===== src/design/fld_pkg.sv =====
package fld_pkg;

  typedef logic [15:0] word_t;

  // Lane order inside the filter bank
  localparam int unsigned LANES     = 4;
  localparam int unsigned LN_PITCH  = 0;
  localparam int unsigned LN_ROLL   = 1;
  localparam int unsigned LN_VVX    = 2;
  localparam int unsigned LN_VVY    = 3;

  // Configuration register indexes
  localparam logic [2:0] REG_SAMPLE_INTERVAL = 3'd0;
  localparam logic [2:0] REG_PITCH_TAU       = 3'd1;
  localparam logic [2:0] REG_ROLL_TAU        = 3'd2;
  localparam logic [2:0] REG_VVX_TAU         = 3'd3;
  localparam logic [2:0] REG_VVY_TAU         = 3'd4;

  // Reset values of the registers
  localparam word_t DT_RESET  = 16'd1;
  localparam word_t TAU_RESET = 16'd15;

  // Frame conditioning constants
  localparam word_t ATT_MASK    = 16'hfff0;
  localparam word_t VV_MASK     = 16'hffc0;
  localparam word_t ALT_INVALID = 16'h8000;
  localparam word_t ALT_OFFSET  = 16'd31512;
  localparam int unsigned ATT_SHIFT = 4;
  localparam int unsigned VV_SHIFT  = 6;
  localparam int unsigned HDG_SHIFT = 4;

  // Quotient bits produced by the serial divider, one per cycle
  localparam int unsigned DIV_STEPS = 32;

  // Command into one filter lane
  typedef struct packed {
    logic  start;
    word_t target;
    word_t tau;
    word_t dt;
  } lane_ctl_t;

  // Status out of one filter lane
  typedef struct packed {
    logic  done;
    word_t acc;
  } lane_sts_t;

endpackage


===== src/design/fld_lane.sv =====
module fld_lane (
  input  logic              clk,
  input  logic              rst_n,
  input  fld_pkg::lane_ctl_t ctl,
  output fld_pkg::lane_sts_t sts
);

  localparam logic [1:0] ST_IDLE = 2'd0;
  localparam logic [1:0] ST_MUL  = 2'd1;
  localparam logic [1:0] ST_DIV  = 2'd2;
  localparam logic [1:0] ST_FIN  = 2'd3;

  localparam int unsigned CNT_W = $clog2(fld_pkg::DIV_STEPS);
  localparam logic [CNT_W-1:0] CNT_LAST = CNT_W'(fld_pkg::DIV_STEPS - 1);

  logic [1:0]          state_r, state_nxt;
  logic                done_r, done_nxt;
  fld_pkg::word_t      acc_r, acc_nxt;
  logic signed [16:0]  diff_r, diff_nxt;
  logic [16:0]         den_r, den_nxt;
  fld_pkg::word_t      dt_r, dt_nxt;
  logic                neg_r, neg_nxt;
  logic [31:0]         num_r, num_nxt;
  logic [16:0]         rem_r, rem_nxt;
  logic [CNT_W-1:0]    cnt_r, cnt_nxt;

  logic [16:0] mag;
  logic [32:0] prod;
  logic [17:0] rem_sh;
  logic        qbit;
  fld_pkg::word_t quo;

  // Magnitude of the error times the time step
  assign mag  = diff_r[16] ? 17'(~diff_r + 17'sd1) : 17'(diff_r);
  assign prod = {16'b0, mag} * {17'b0, dt_r};

  // One restoring division step
  assign rem_sh = {rem_r, num_r[31]};
  assign qbit   = (rem_sh >= {1'b0, den_r});

  // Signed quotient; a zero denominator gives no update
  always_comb begin
    quo = (den_r == 17'd0) ? 16'd0 : num_r[15:0];
    if (neg_r) begin
      quo = 16'(~quo + 16'd1);
    end
  end

  always_comb begin
    state_nxt = state_r;
    done_nxt  = done_r;
    acc_nxt   = acc_r;
    diff_nxt  = diff_r;
    den_nxt   = den_r;
    dt_nxt    = dt_r;
    neg_nxt   = neg_r;
    num_nxt   = num_r;
    rem_nxt   = rem_r;
    cnt_nxt   = cnt_r;
    case (state_r)
      ST_IDLE: begin
        if (ctl.start) begin
          diff_nxt  = $signed({ctl.target[15], ctl.target}) - $signed({acc_r[15], acc_r});
          den_nxt   = {1'b0, ctl.tau} + {1'b0, ctl.dt};
          dt_nxt    = ctl.dt;
          done_nxt  = 1'b0;
          state_nxt = ST_MUL;
        end
      end
      ST_MUL: begin
        neg_nxt   = diff_r[16];
        num_nxt   = prod[31:0];
        rem_nxt   = '0;
        cnt_nxt   = '0;
        state_nxt = ST_DIV;
      end
      ST_DIV: begin
        rem_nxt = qbit ? 17'(rem_sh - {1'b0, den_r}) : rem_sh[16:0];
        num_nxt = {num_r[30:0], qbit};
        cnt_nxt = cnt_r + 1'b1;
        if (cnt_r == CNT_LAST) begin
          state_nxt = ST_FIN;
        end
      end
      ST_FIN: begin
        acc_nxt   = acc_r + quo;
        done_nxt  = 1'b1;
        state_nxt = ST_IDLE;
      end
      default: begin
        state_nxt = ST_IDLE;
      end
    endcase
  end

  // Control and filter state
  always_ff @(posedge clk) begin
    if (!rst_n) begin
      state_r <= ST_IDLE;
      done_r  <= 1'b0;
      acc_r   <= '0;
    end else begin
      state_r <= state_nxt;
      done_r  <= done_nxt;
      acc_r   <= acc_nxt;
    end
  end

  // Datapath registers
  always_ff @(posedge clk) begin
    diff_r <= diff_nxt;
    den_r  <= den_nxt;
    dt_r   <= dt_nxt;
    neg_r  <= neg_nxt;
    num_r  <= num_nxt;
    rem_r  <= rem_nxt;
    cnt_r  <= cnt_nxt;
  end

  assign sts.done = done_r;
  assign sts.acc  = acc_r;

endmodule


===== src/design/fld_merge.sv =====
module fld_merge (
  input  logic                     clk,
  input  logic                     rst_n,
  input  logic                     capture,
  input  fld_pkg::word_t           heading_raw,
  input  fld_pkg::word_t           altitude_raw,
  input  fld_pkg::word_t           true_speed_raw,
  input  fld_pkg::word_t           indicated_speed_raw,
  input  logic                     results_ready,
  input  fld_pkg::word_t           acc [fld_pkg::LANES],
  output logic                     load,
  output logic                     out_valid,
  input  logic                     out_stall,
  output logic signed [11:0]       pitch_out,
  output logic signed [11:0]       roll_out,
  output logic signed [9:0]        vvx_out,
  output logic signed [9:0]        vvy_out,
  output logic [11:0]              heading_out,
  output logic [15:0]              altitude_out,
  output logic [14:0]              true_speed_out,
  output logic [14:0]              indicated_speed_out
);

  logic [15:0] held_alt_r, held_alt_nxt;
  logic [14:0] held_tas_r, held_tas_nxt;
  logic [14:0] held_ias_r, held_ias_nxt;
  logic [11:0] hdg_r;
  logic        out_valid_r, out_valid_nxt;
  logic signed [11:0] pitch_r, roll_r;
  logic signed [9:0]  vvx_r, vvy_r;
  logic [11:0] hdg_out_r;
  logic [15:0] alt_out_r;
  logic [14:0] tas_out_r, ias_out_r;

  // Load the output register once it is empty or being taken
  assign load = results_ready && (!out_valid_r || !out_stall);

  // Update held words as the item is accepted
  always_comb begin
    held_alt_nxt = held_alt_r;
    held_tas_nxt = held_tas_r;
    held_ias_nxt = held_ias_r;
    if (capture) begin
      if (altitude_raw != fld_pkg::ALT_INVALID) begin
        held_alt_nxt = altitude_raw + fld_pkg::ALT_OFFSET;
      end
      if (!true_speed_raw[0]) begin
        held_tas_nxt = true_speed_raw[15:1];
      end
      if (!indicated_speed_raw[0]) begin
        held_ias_nxt = indicated_speed_raw[15:1];
      end
    end
  end

  always_comb begin
    out_valid_nxt = out_valid_r;
    if (load) begin
      out_valid_nxt = 1'b1;
    end else if (out_valid_r && !out_stall) begin
      out_valid_nxt = 1'b0;
    end
  end

  always_ff @(posedge clk) begin
    if (!rst_n) begin
      held_alt_r  <= '0;
      held_tas_r  <= '0;
      held_ias_r  <= '0;
      out_valid_r <= 1'b0;
    end else begin
      held_alt_r  <= held_alt_nxt;
      held_tas_r  <= held_tas_nxt;
      held_ias_r  <= held_ias_nxt;
      out_valid_r <= out_valid_nxt;
    end
  end

  // Hold the heading of the item in flight
  always_ff @(posedge clk) begin
    if (capture) begin
      hdg_r <= heading_raw[15:fld_pkg::HDG_SHIFT];
    end
  end

  // Merge lane results with the side words
  always_ff @(posedge clk) begin
    if (load) begin
      pitch_r   <= acc[fld_pkg::LN_PITCH][15:fld_pkg::ATT_SHIFT];
      roll_r    <= acc[fld_pkg::LN_ROLL][15:fld_pkg::ATT_SHIFT];
      vvx_r     <= acc[fld_pkg::LN_VVX][15:fld_pkg::VV_SHIFT];
      vvy_r     <= acc[fld_pkg::LN_VVY][15:fld_pkg::VV_SHIFT];
      hdg_out_r <= hdg_r;
      alt_out_r <= held_alt_r;
      tas_out_r <= held_tas_r;
      ias_out_r <= held_ias_r;
    end
  end

  assign out_valid           = out_valid_r;
  assign pitch_out           = pitch_r;
  assign roll_out            = roll_r;
  assign vvx_out             = vvx_r;
  assign vvy_out             = vvy_r;
  assign heading_out         = hdg_out_r;
  assign altitude_out        = alt_out_r;
  assign true_speed_out      = tas_out_r;
  assign indicated_speed_out = ias_out_r;

endmodule


===== src/design/flight_data_lag_filter.sv =====
// Flight-data frame conditioner with four first-order lag filters.
//
// Input channel (in_*): one frame of eight 16-bit words per item, taken at
// an edge with in_valid high and in_stall low. in_stall is high while a
// frame is being filtered, so one frame is in work at a time.
// Result channel (out_*): one conditioned frame per input frame, taken at an
// edge with out_valid high and out_stall low. The output register keeps the
// result while out_stall is high; the next frame can be accepted and filtered
// meanwhile, and its result waits in the lanes until the register frees.
// Config channel (cfg_*): cfg_ready is always high; write only while idle.
// The four lanes run in parallel; each takes the error at the accepting edge,
// then does the multiply by the time step, the bit-serial divide by tau + dt
// and the accumulator update in turn; then the output register is loaded and
// out_valid rises. in_stall drops with that load, so a new frame is accepted
// only once the previous result has moved to the output register; that move
// waits while the output is stalled.
// Reset (rst_n low, synchronous): accumulators and held altitude and speeds
// clear to zero, time step to 1, all time constants to 15; no result pending.
module flight_data_lag_filter (
  input  logic               clk,
  input  logic               rst_n,
  input  logic               in_valid,
  output logic               in_stall,
  input  logic signed [15:0] in_pitch_raw,
  input  logic signed [15:0] in_roll_raw,
  input  logic signed [15:0] in_vvx_raw,
  input  logic signed [15:0] in_vvy_raw,
  input  logic [15:0]        in_heading_raw,
  input  logic [15:0]        in_altitude_raw,
  input  logic [15:0]        in_true_speed_raw,
  input  logic [15:0]        in_indicated_speed_raw,
  output logic               out_valid,
  input  logic               out_stall,
  output logic signed [11:0] out_pitch_out,
  output logic signed [11:0] out_roll_out,
  output logic signed [9:0]  out_vvx_out,
  output logic signed [9:0]  out_vvy_out,
  output logic [11:0]        out_heading_out,
  output logic [15:0]        out_altitude_out,
  output logic [14:0]        out_true_speed_out,
  output logic [14:0]        out_indicated_speed_out,
  input  logic               cfg_valid,
  output logic               cfg_ready,
  input  logic [2:0]         cfg_index,
  input  logic [15:0]        cfg_data
);

  fld_pkg::word_t dt_r, dt_nxt;
  fld_pkg::word_t tau_r   [fld_pkg::LANES];
  fld_pkg::word_t tau_nxt [fld_pkg::LANES];
  logic           busy_r, busy_nxt;
  logic           in_acc;
  logic           cfg_wr;
  logic           load;
  logic           results_ready;
  logic [fld_pkg::LANES-1:0] lane_done;

  fld_pkg::lane_ctl_t lane_ctl [fld_pkg::LANES];
  fld_pkg::lane_sts_t lane_sts [fld_pkg::LANES];
  fld_pkg::word_t     lane_acc [fld_pkg::LANES];
  fld_pkg::word_t     lane_tgt [fld_pkg::LANES];

  assign cfg_ready = 1'b1;
  assign cfg_wr    = cfg_valid && cfg_ready;
  assign in_stall  = busy_r;
  assign in_acc    = in_valid && !busy_r;

  // Register writes; unknown indexes drop
  always_comb begin
    dt_nxt  = dt_r;
    tau_nxt = tau_r;
    if (cfg_wr) begin
      case (cfg_index)
        fld_pkg::REG_SAMPLE_INTERVAL: dt_nxt = cfg_data;
        fld_pkg::REG_PITCH_TAU:       tau_nxt[fld_pkg::LN_PITCH] = cfg_data;
        fld_pkg::REG_ROLL_TAU:        tau_nxt[fld_pkg::LN_ROLL]  = cfg_data;
        fld_pkg::REG_VVX_TAU:         tau_nxt[fld_pkg::LN_VVX]   = cfg_data;
        fld_pkg::REG_VVY_TAU:         tau_nxt[fld_pkg::LN_VVY]   = cfg_data;
        default: ;
      endcase
    end
  end

  // Busy from acceptance until the result moves to the output register
  always_comb begin
    busy_nxt = busy_r;
    if (in_acc) begin
      busy_nxt = 1'b1;
    end else if (load) begin
      busy_nxt = 1'b0;
    end
  end

  always_ff @(posedge clk) begin
    if (!rst_n) begin
      dt_r   <= fld_pkg::DT_RESET;
      tau_r  <= '{default: fld_pkg::TAU_RESET};
      busy_r <= 1'b0;
    end else begin
      dt_r   <= dt_nxt;
      tau_r  <= tau_nxt;
      busy_r <= busy_nxt;
    end
  end

  // Masked filter targets
  assign lane_tgt[fld_pkg::LN_PITCH] = in_pitch_raw & fld_pkg::ATT_MASK;
  assign lane_tgt[fld_pkg::LN_ROLL]  = in_roll_raw  & fld_pkg::ATT_MASK;
  assign lane_tgt[fld_pkg::LN_VVX]   = in_vvx_raw   & fld_pkg::VV_MASK;
  assign lane_tgt[fld_pkg::LN_VVY]   = in_vvy_raw   & fld_pkg::VV_MASK;

  for (genvar g = 0; g < fld_pkg::LANES; g++) begin : g_lane
    assign lane_ctl[g].start  = in_acc;
    assign lane_ctl[g].target = lane_tgt[g];
    assign lane_ctl[g].tau    = tau_r[g];
    assign lane_ctl[g].dt     = dt_r;
    assign lane_done[g]       = lane_sts[g].done;
    assign lane_acc[g]        = lane_sts[g].acc;

    fld_lane u_lane (
      .clk   (clk),
      .rst_n (rst_n),
      .ctl   (lane_ctl[g]),
      .sts   (lane_sts[g])
    );
  end

  assign results_ready = busy_r && (&lane_done);

  fld_merge u_merge (
    .clk                 (clk),
    .rst_n               (rst_n),
    .capture             (in_acc),
    .heading_raw         (in_heading_raw),
    .altitude_raw        (in_altitude_raw),
    .true_speed_raw      (in_true_speed_raw),
    .indicated_speed_raw (in_indicated_speed_raw),
    .results_ready       (results_ready),
    .acc                 (lane_acc),
    .load                (load),
    .out_valid           (out_valid),
    .out_stall           (out_stall),
    .pitch_out           (out_pitch_out),
    .roll_out            (out_roll_out),
    .vvx_out             (out_vvx_out),
    .vvy_out             (out_vvy_out),
    .heading_out         (out_heading_out),
    .altitude_out        (out_altitude_out),
    .true_speed_out      (out_true_speed_out),
    .indicated_speed_out (out_indicated_speed_out)
  );

  // Lanes start together and so finish together
  a_lanes_in_step: assert property (@(posedge clk) disable iff (!rst_n)
    (lane_done == '0) || (lane_done == '1))
    else $error("filter lanes out of step");

  // A result is merged only for an item in work
  a_load_busy: assert property (@(posedge clk) disable iff (!rst_n)
    load |-> busy_r)
    else $error("result loaded with no item in work");

  // An accepted item keeps the input stalled next cycle
  a_acc_busy: assert property (@(posedge clk) disable iff (!rst_n)
    in_acc |=> busy_r)
    else $error("input not stalled after accept");

  // The output turns valid only from a merge
  a_out_from_load: assert property (@(posedge clk) disable iff (!rst_n)
    $rose(out_valid) |-> $past(load))
    else $error("output valid without merge");

endmodule

===== config.mk =====
export PLATFORM = sky130hd
export DESIGN_NAME = flight_data_lag_filter
export DESIGN_NICKNAME = d
export VERILOG_FILES = /design/src/design/fld_pkg.sv /design/src/design/fld_lane.sv /design/src/design/fld_merge.sv /design/src/design/flight_data_lag_filter.sv
export SDC_FILE = /design/constraint.sdc
export NUM_CORES = 2
export LEC_CHECK = 0
export CAP_MARGIN = 30
export CORE_UTILIZATION = 61
export CTS_CLUSTER_DIAMETER = 40
export CTS_CLUSTER_SIZE = 14
export DETAILED_ROUTE_END_ITERATION = 8
export DONT_BUFFER_PORTS = 1
export GPL_ROUTABILITY_DRIVEN = 0
export MAX_ROUTING_LAYER = met4
export PLACE_DENSITY = 0.77
export SYNTH_ARGS = -nofsm -noshare
export SYNTH_HDL_FRONTEND = slang
export SYNTH_HIERARCHICAL = 1
export SYNTH_SLANG_ARGS = --single-unit

===== constraint.sdc =====
create_clock -name clk -period 23 [get_ports clk]
set_clock_uncertainty 0.1 [all_clocks]
set_input_delay 0 -clock clk [delete_from_list [all_inputs] [get_ports clk]]
set_output_delay 0 -clock clk [all_outputs]
set_load 0.02 [all_outputs]

After elaboration in Yosys (flattened, before gate mapping)
Cells that the tools add are included.
W data, S select, Z words.
- register bits: 738
- bits in latches: 0
- bits in writable memories: 0
- bits in read-only memories: 0
- bits of input ports: 152
- output and inout bits: 105
- logic and storage cells: 229
- memories: 0
- $add $sub $neg: 29
- $mul: 4
- div/mod/pow operators: 0
- $lt $le $gt $ge: 4
- equal/unequal tests: 29
- shift-type cells: 0
- multiplexer cells: 46
- bitwise operators: 10
- reduce and logical (&&, ||, !) cells: 48
- operators by type and width (operator ; count):
    $pmux W32 S2 ; 4
    $mux W17 ; 8
    $pmux W17 S2 ; 4
    $mul A17 B16 Y32 ; 4
    $mux W16 ; 8
    $ge A18 B17 Y1 ; 4
    $add A16 B16 Y17 ; 4
    $add A17 B2 Y17 const B ; 4
    $logic_not A17 Y1 ; 4
    $not A17 Y17 ; 4
    $sub A16 B16 Y17 ; 4
    $sub A17 B17 Y17 ; 4
    $add A16 B1 Y16 const B ; 4
    $add A16 B16 Y16 ; 4
    $not A16 Y16 ; 4
    $pmux W5 S2 ; 4
    $reduce_and A2 Y1 ; 20
    $pmux W2 S4 ; 4
    $add A5 B1 Y5 const B ; 4
    $eq A5 B5 Y1 const B ; 4
    $reduce_bool A2 Y1 ; 10
    $add A16 B15 Y16 const B ; 1
    $eq A2 B2 Y1 const B ; 8
    $ne A16 B16 Y1 const B ; 1
    16 further kinds ; 46

Depth between registers and ports, before layout
- depth in word-level cells: 6
- depth in mapped cells: 30
- depth with buffers taken out: 28

Modules after synthesis
Netlist, hierarchy kept.
- by module, submodules not included (module ; times used ; cells an instance ; area each (µm²) ; sequential area each (µm²)):
    fld_lane at g_lane[0].u_lane ; 1 ; 1889 ; 17220.3 ; 3533.4
    fld_lane at g_lane[3].u_lane ; 1 ; 1871 ; 17130.2 ; 3533.4
    fld_lane at g_lane[1].u_lane ; 1 ; 1849 ; 17091.4 ; 3533.4
    fld_lane at g_lane[2].u_lane ; 1 ; 1816 ; 16932.5 ; 3533.4
    fld_merge ; 1 ; 354 ; 5373.9 ; 4364.2
    flight_data_lag_filter ; 1 ; 295 ; 3062.9 ; 1621.6

Worst setup path after synthesis
No wires, ideal clock.
- kind: reg-to-reg
- start point: reg busy_r, in the netlist in_stall
- end point: reg u_merge.alt_out_r[0], in the netlist u_merge/altitude_out[0], enable pin
- setup time: 720 ps
- data arrival time: 8139 ps
- required time: 22180 ps
- slack: 14041 ps
- cell stages (with the launch flop): 4
- buffers on the path: 0
- period minus slack after synthesis: 8959 ps
- cell sequence: dfxtp_1 -> nand3_1 -> nor2_1 -> a21boi_0
- cells in the longest elaborated chain, start to end: 2
- ends and longest elaborated chain (item ; line ; text):
    start, declared ; flight_data_lag_filter.sv:51 ; logic busy_r, busy_nxt;
    start signal, assigned ; flight_data_lag_filter.sv:102 ; busy_r <= busy_nxt;
    $logic_and A1 B1 Y1 ; flight_data_lag_filter.sv:128 ; assign results_ready = busy_r && (&lane_done);
    via results_ready ; flight_data_lag_filter.sv:55 ; logic results_ready;
    $logic_and A1 B1 Y1 ; fld_merge.sv:36 ; assign load = results_ready && (!out_valid_r || !out_stall);
    via load ; flight_data_lag_filter.sv:54 ; logic load;
    end signal, assigned ; fld_merge.sv:94 ; alt_out_r <= held_alt_r;
    end, declared ; fld_merge.sv:32 ; logic [15:0] alt_out_r;
The timed path passes the listed nets, and every way through them passes these cells.
A chain may end at the register's enable or synchronous reset.

Final worst setup path
- start point: reg g_lane[2].u_lane.diff_r[0]
- end point: reg g_lane[2].u_lane.num_r[31] (data pin)
- cells in the longest elaborated chain, start to end: 5
- ends and longest elaborated chain (item ; line ; text):
    start, declared ; fld_lane.sv:19 ; logic signed [16:0] diff_r, diff_nxt;
    start signal, assigned ; fld_lane.sv:111 ; diff_r <= diff_nxt;
    $not A17 Y17 ; fld_lane.sv:34 ; assign mag = diff_r[16] ? 17'(~diff_r + 17'sd1) : 17'(diff_r);
    $add A17 B2 Y17 ; fld_lane.sv:34 ;
    $mux W17 (*) ; fld_lane.sv:34 ;
    $mul A17 B16 Y32 (*) ; fld_lane.sv:35 ; assign prod = {16'b0, mag} * {17'b0, dt_r};
    $pmux W32 S2 (*) ; fld_lane.sv:60 ; case (state_r)
    via g_lane[2].u_lane.num_nxt[31] ; fld_lane.sv:23 ; logic [31:0] num_r, num_nxt;
    end signal, assigned ; fld_lane.sv:115 ; num_r <= num_nxt;
    end, declared ; fld_lane.sv:23 ;
Mark *: on every way through the listed nets, which the timed path passes. The rest lies on a longest branch.

==> impl_metrics.ini <==
[outcome]
outcome = finished clean

[synthesis]
synthTopCellsByArea = fa_1 (22%), edfxtp_1 (21%), ha_1 (11%)
synth-seq-cells = 738
synth-edff-count = 534
synth.top_cell.area_share_pct = 22.00
synth_cell_type_count = 105
syn_inst = 8074
netlist_area_um2 = 76810
synth_seq_area_share_pct = 26.19
yosys_most_used_dff = edfxtp_1
async_flop_share_pct = 0
synth.avg_cell_area_um2 = 9.513
ys_warn_count = 6
synth_top_cell_by_area = fa_1

[cts]
cts_max_path_buffers = 3
clk_pin_slew_ns = 0.07
insertion_delay_ns = 0.69
cts_buffers = 97
cts_resized = 0
cts_sinks = 738
root_buffer = clkbuf_16
cts_tree = yes
htreeDepth = 3

[worst_setup_path]
r2r_start = g_lane[2].u_lane/diff_r[0]
cpMaxStageDelayCell = edfxtp_1
crit_fanout = 17
worstPathArrival_ns = 9.37
cpMostUsedCell = fa_1
cp-startpoint = g_lane[2].u_lane/diff_r[0]
worstSetupPathType = reg -> reg
worstPathRequired_ns = 23.31
cp-start-kind = flip-flop
crit_path_max_incr_delay_ns = 0.82
rr_worst_depth = 27
endpoint_kind = flip-flop

[floorplanning]
rows = 129
die_width_um = 356.9
dieHeight_um = 356.9
start_util_pct = 61.80
ioPinCount = 257
die_area_um2 = 127300
coreArea_um2 = 124300

[drt]
wl_um = 186200
num_vias = 58371
avgViaCountPerCell = 5.843
route.detailed.drc = 0
drt_iter0_markers = 4215
drtPass1Iterations = 6
wl_per_cell_um = 18.63
antenna_left = 0

[global_routing]
grt_pass1_wl_um = 309300
track_usage_pct = 30.88
grt_overflow = 0
grt_start_max_net_pins = 193
antenna_found_initial = 14
grt_pass1_vias = 60915

[final_layout]
fin_nets = 9942
syn_to_final_growth_pct = 10.58
multi_input_area_um2 = 51410
layout-drive-gt1-share_pct = 4.605
fillerInstances = 9174
seqCellArea_um2 = 20120

[sta]
finalCritPeriodShare_pct = 39.39
worst_slew_pin_slew_ns = 1.053
setup_viol = 0
finalHoldViolCount = 0
post-route-min-period_ns = 9.060
finalSetupTns_ns = 0
fmax_ghz = 0.1104
slew_headroom_pct = 29.47
rsz0062_at_grt = no
slew_violations = 0

[placed_design]
dp_hpwl_um = 133400
portBuffers = 0

[worst_hold_path]
worstHoldStart = cfg_index[2]
hold_path_depth = 2
timing.hold.worst.class = in -> reg

[flow_run]
drv_cap = 0
stage by stage:
step / util (%) / cells / setup WS, ns / cell area [µm²] / hold WS (ns)
global route: 68.33 / 9987 / 13.43 / 84930 / 0.1038
detailed placement: 63.37 / 9521 / 14.08 / 78750 / -0.001084
floorplan: - / 8097 / 14.04 / 76900 / -0.003389
finish: 68.34 / 9990 / 13.94 / 84940 / 0.08449
CTS: 68.28 / 9972 / 14.01 / 84860 / 0.03817
global placement: 63.22 / 9510 / 14.17 / 78570 / -0.001085
worst paths after layout:
path	endpoint	slack, ns
setup / recovery	g_lane[2].u_lane/num_r[31]	13.94
setup reg to reg	g_lane[2].u_lane/num_r[31]	13.94
hold reg to reg	u_merge/heading_out[6]	0.32
hold / removal	dt_r[7]	0.08
area by class of cell:
cell class	count	share of cell area [%]
diodes	15	0.04419
clock buffers	116	3.113
clock inverters	68	0.9163
inverters	1206	5.330
multi-input cells	5867	60.52
flip-flops and latches	738	23.69
well taps	1637	2.411
repair buffers	343	3.974
cell usage after synthesis, types with 96 or more instances:
master	count
edfxtp_1	534
mux2i_1	154
nor2b_1	111
xnor2_1	269
nor3_1	127
ha_1	693
inv_1	1202
a21oi_1	293
dfxtp_1	204
xor2_1	111
nand3_1	116
fa_1	844
clkbuf_1	236
nor2_1	284
o21ai_0	272
nand2_1	1071
a21o_1	96
and2_1	542
critical path: cells and delay by family, from the launching register on:
| family | cells | cell delay, ns |
|---|---|---|
| fa+ha+maj | 8 | 3.70 |
| compound gates | 6 | 1.94 |
| simple gates | 7 | 1.01 |
| xor+xnor | 2 | 0.97 |
| flops | 1 | 0.82 |
| buf+inv | 4 | 0.24 |
routing by layer:
| layer | vias to the layer above | track usage, % | wire length (µm) |
|---|---|---|---|
| li1 | 27106 | - | - |
| met1 | 28602 | 38.88 | 76620 |
| met2 | 2232 | 50.92 | 90190 |
| met3 | 431 | 5.122 | 13990 |
| met4 | 0 | 9.812 | 5352 |
| met5 | - | - | 0 |
sequential cells by signal, summed over array words and instances (netlist names), 4 cells and up:
signal and count:
u_merge/altitude_out 16, u_merge/held_ias_r 15, dt_r 16, u_merge/held_tas_r 15, g_lane.u_lane/state_r 8, u_merge/roll_out 12
g_lane.u_lane/neg_r 4, g_lane.u_lane/rem_r 68, g_lane.u_lane/dt_r 64, u_merge/hdg_r 12, u_merge/true_speed_out 15, u_merge/vvy_out 10
u_merge/indicated_speed_out 15, g_lane.u_lane/cnt_r 20, u_merge/vvx_out 10, g_lane.u_lane/acc_r 64, u_merge/pitch_out 12, g_lane.u_lane/diff_r 68
g_lane.u_lane/den_r 68, g_lane.u_lane/done_r 4, u_merge/held_alt_r 16, u_merge/heading_out 12, g_lane.u_lane/num_r 128, lane_ctl 64
kinds of logic after synthesis:
kind of cell / Yosys count / share of synthesized area, %
and+or+nand+nor: 2534 / 16.11
buffers and inverters: 1492 / 7.415
other: 2 / 0.009777
adders and majority gates: 1537 / 33.29
DFF: 738 / 26.19
xor gates and xnor gates: 381 / 4.354
muxes: 177 / 2.349
AOI/OAI and AO/OA: 1213 / 10.28
what timing repair did:
action	CTS	global route
setup buffers	0	0
hold buffers	267	0
hold endpoints to repair	355	0
cells in the final DEF, fill, tap and decap left out, drive strengths merged, types with 23 or more instances in the layout:
cell type	synthesis	final
inv	1204	1236
nand2	1072	1072
fa	844	844
ha	693	693
and2	543	543
edfxtp	534	534
o21ai	317	317
a21oi	293	293
nor2	285	285
xnor2	270	270
dlygate4sd3	0	266
dfxtp	204	204
mux2i	154	154
nor3	127	127
nand3	116	116
clkbuf	236	116
xor2	111	111
nor2b	111	111
a21o	96	96
o21a	79	79
buf	50	77
a211oi	72	72
o31ai	60	60
or3	54	54
nand2b	38	38
a31oi	35	35
nand4	34	34
o21bai	32	32
o41ai	30	30
clkinv	2	30
nor4	29	29
and3	28	28
o211ai	26	26
conb	2	25
or4	25	25
mux2	23	23
Power is not shown: default switching activity piles up to over one toggle a cycle in this logic, so the estimate is an artifact.
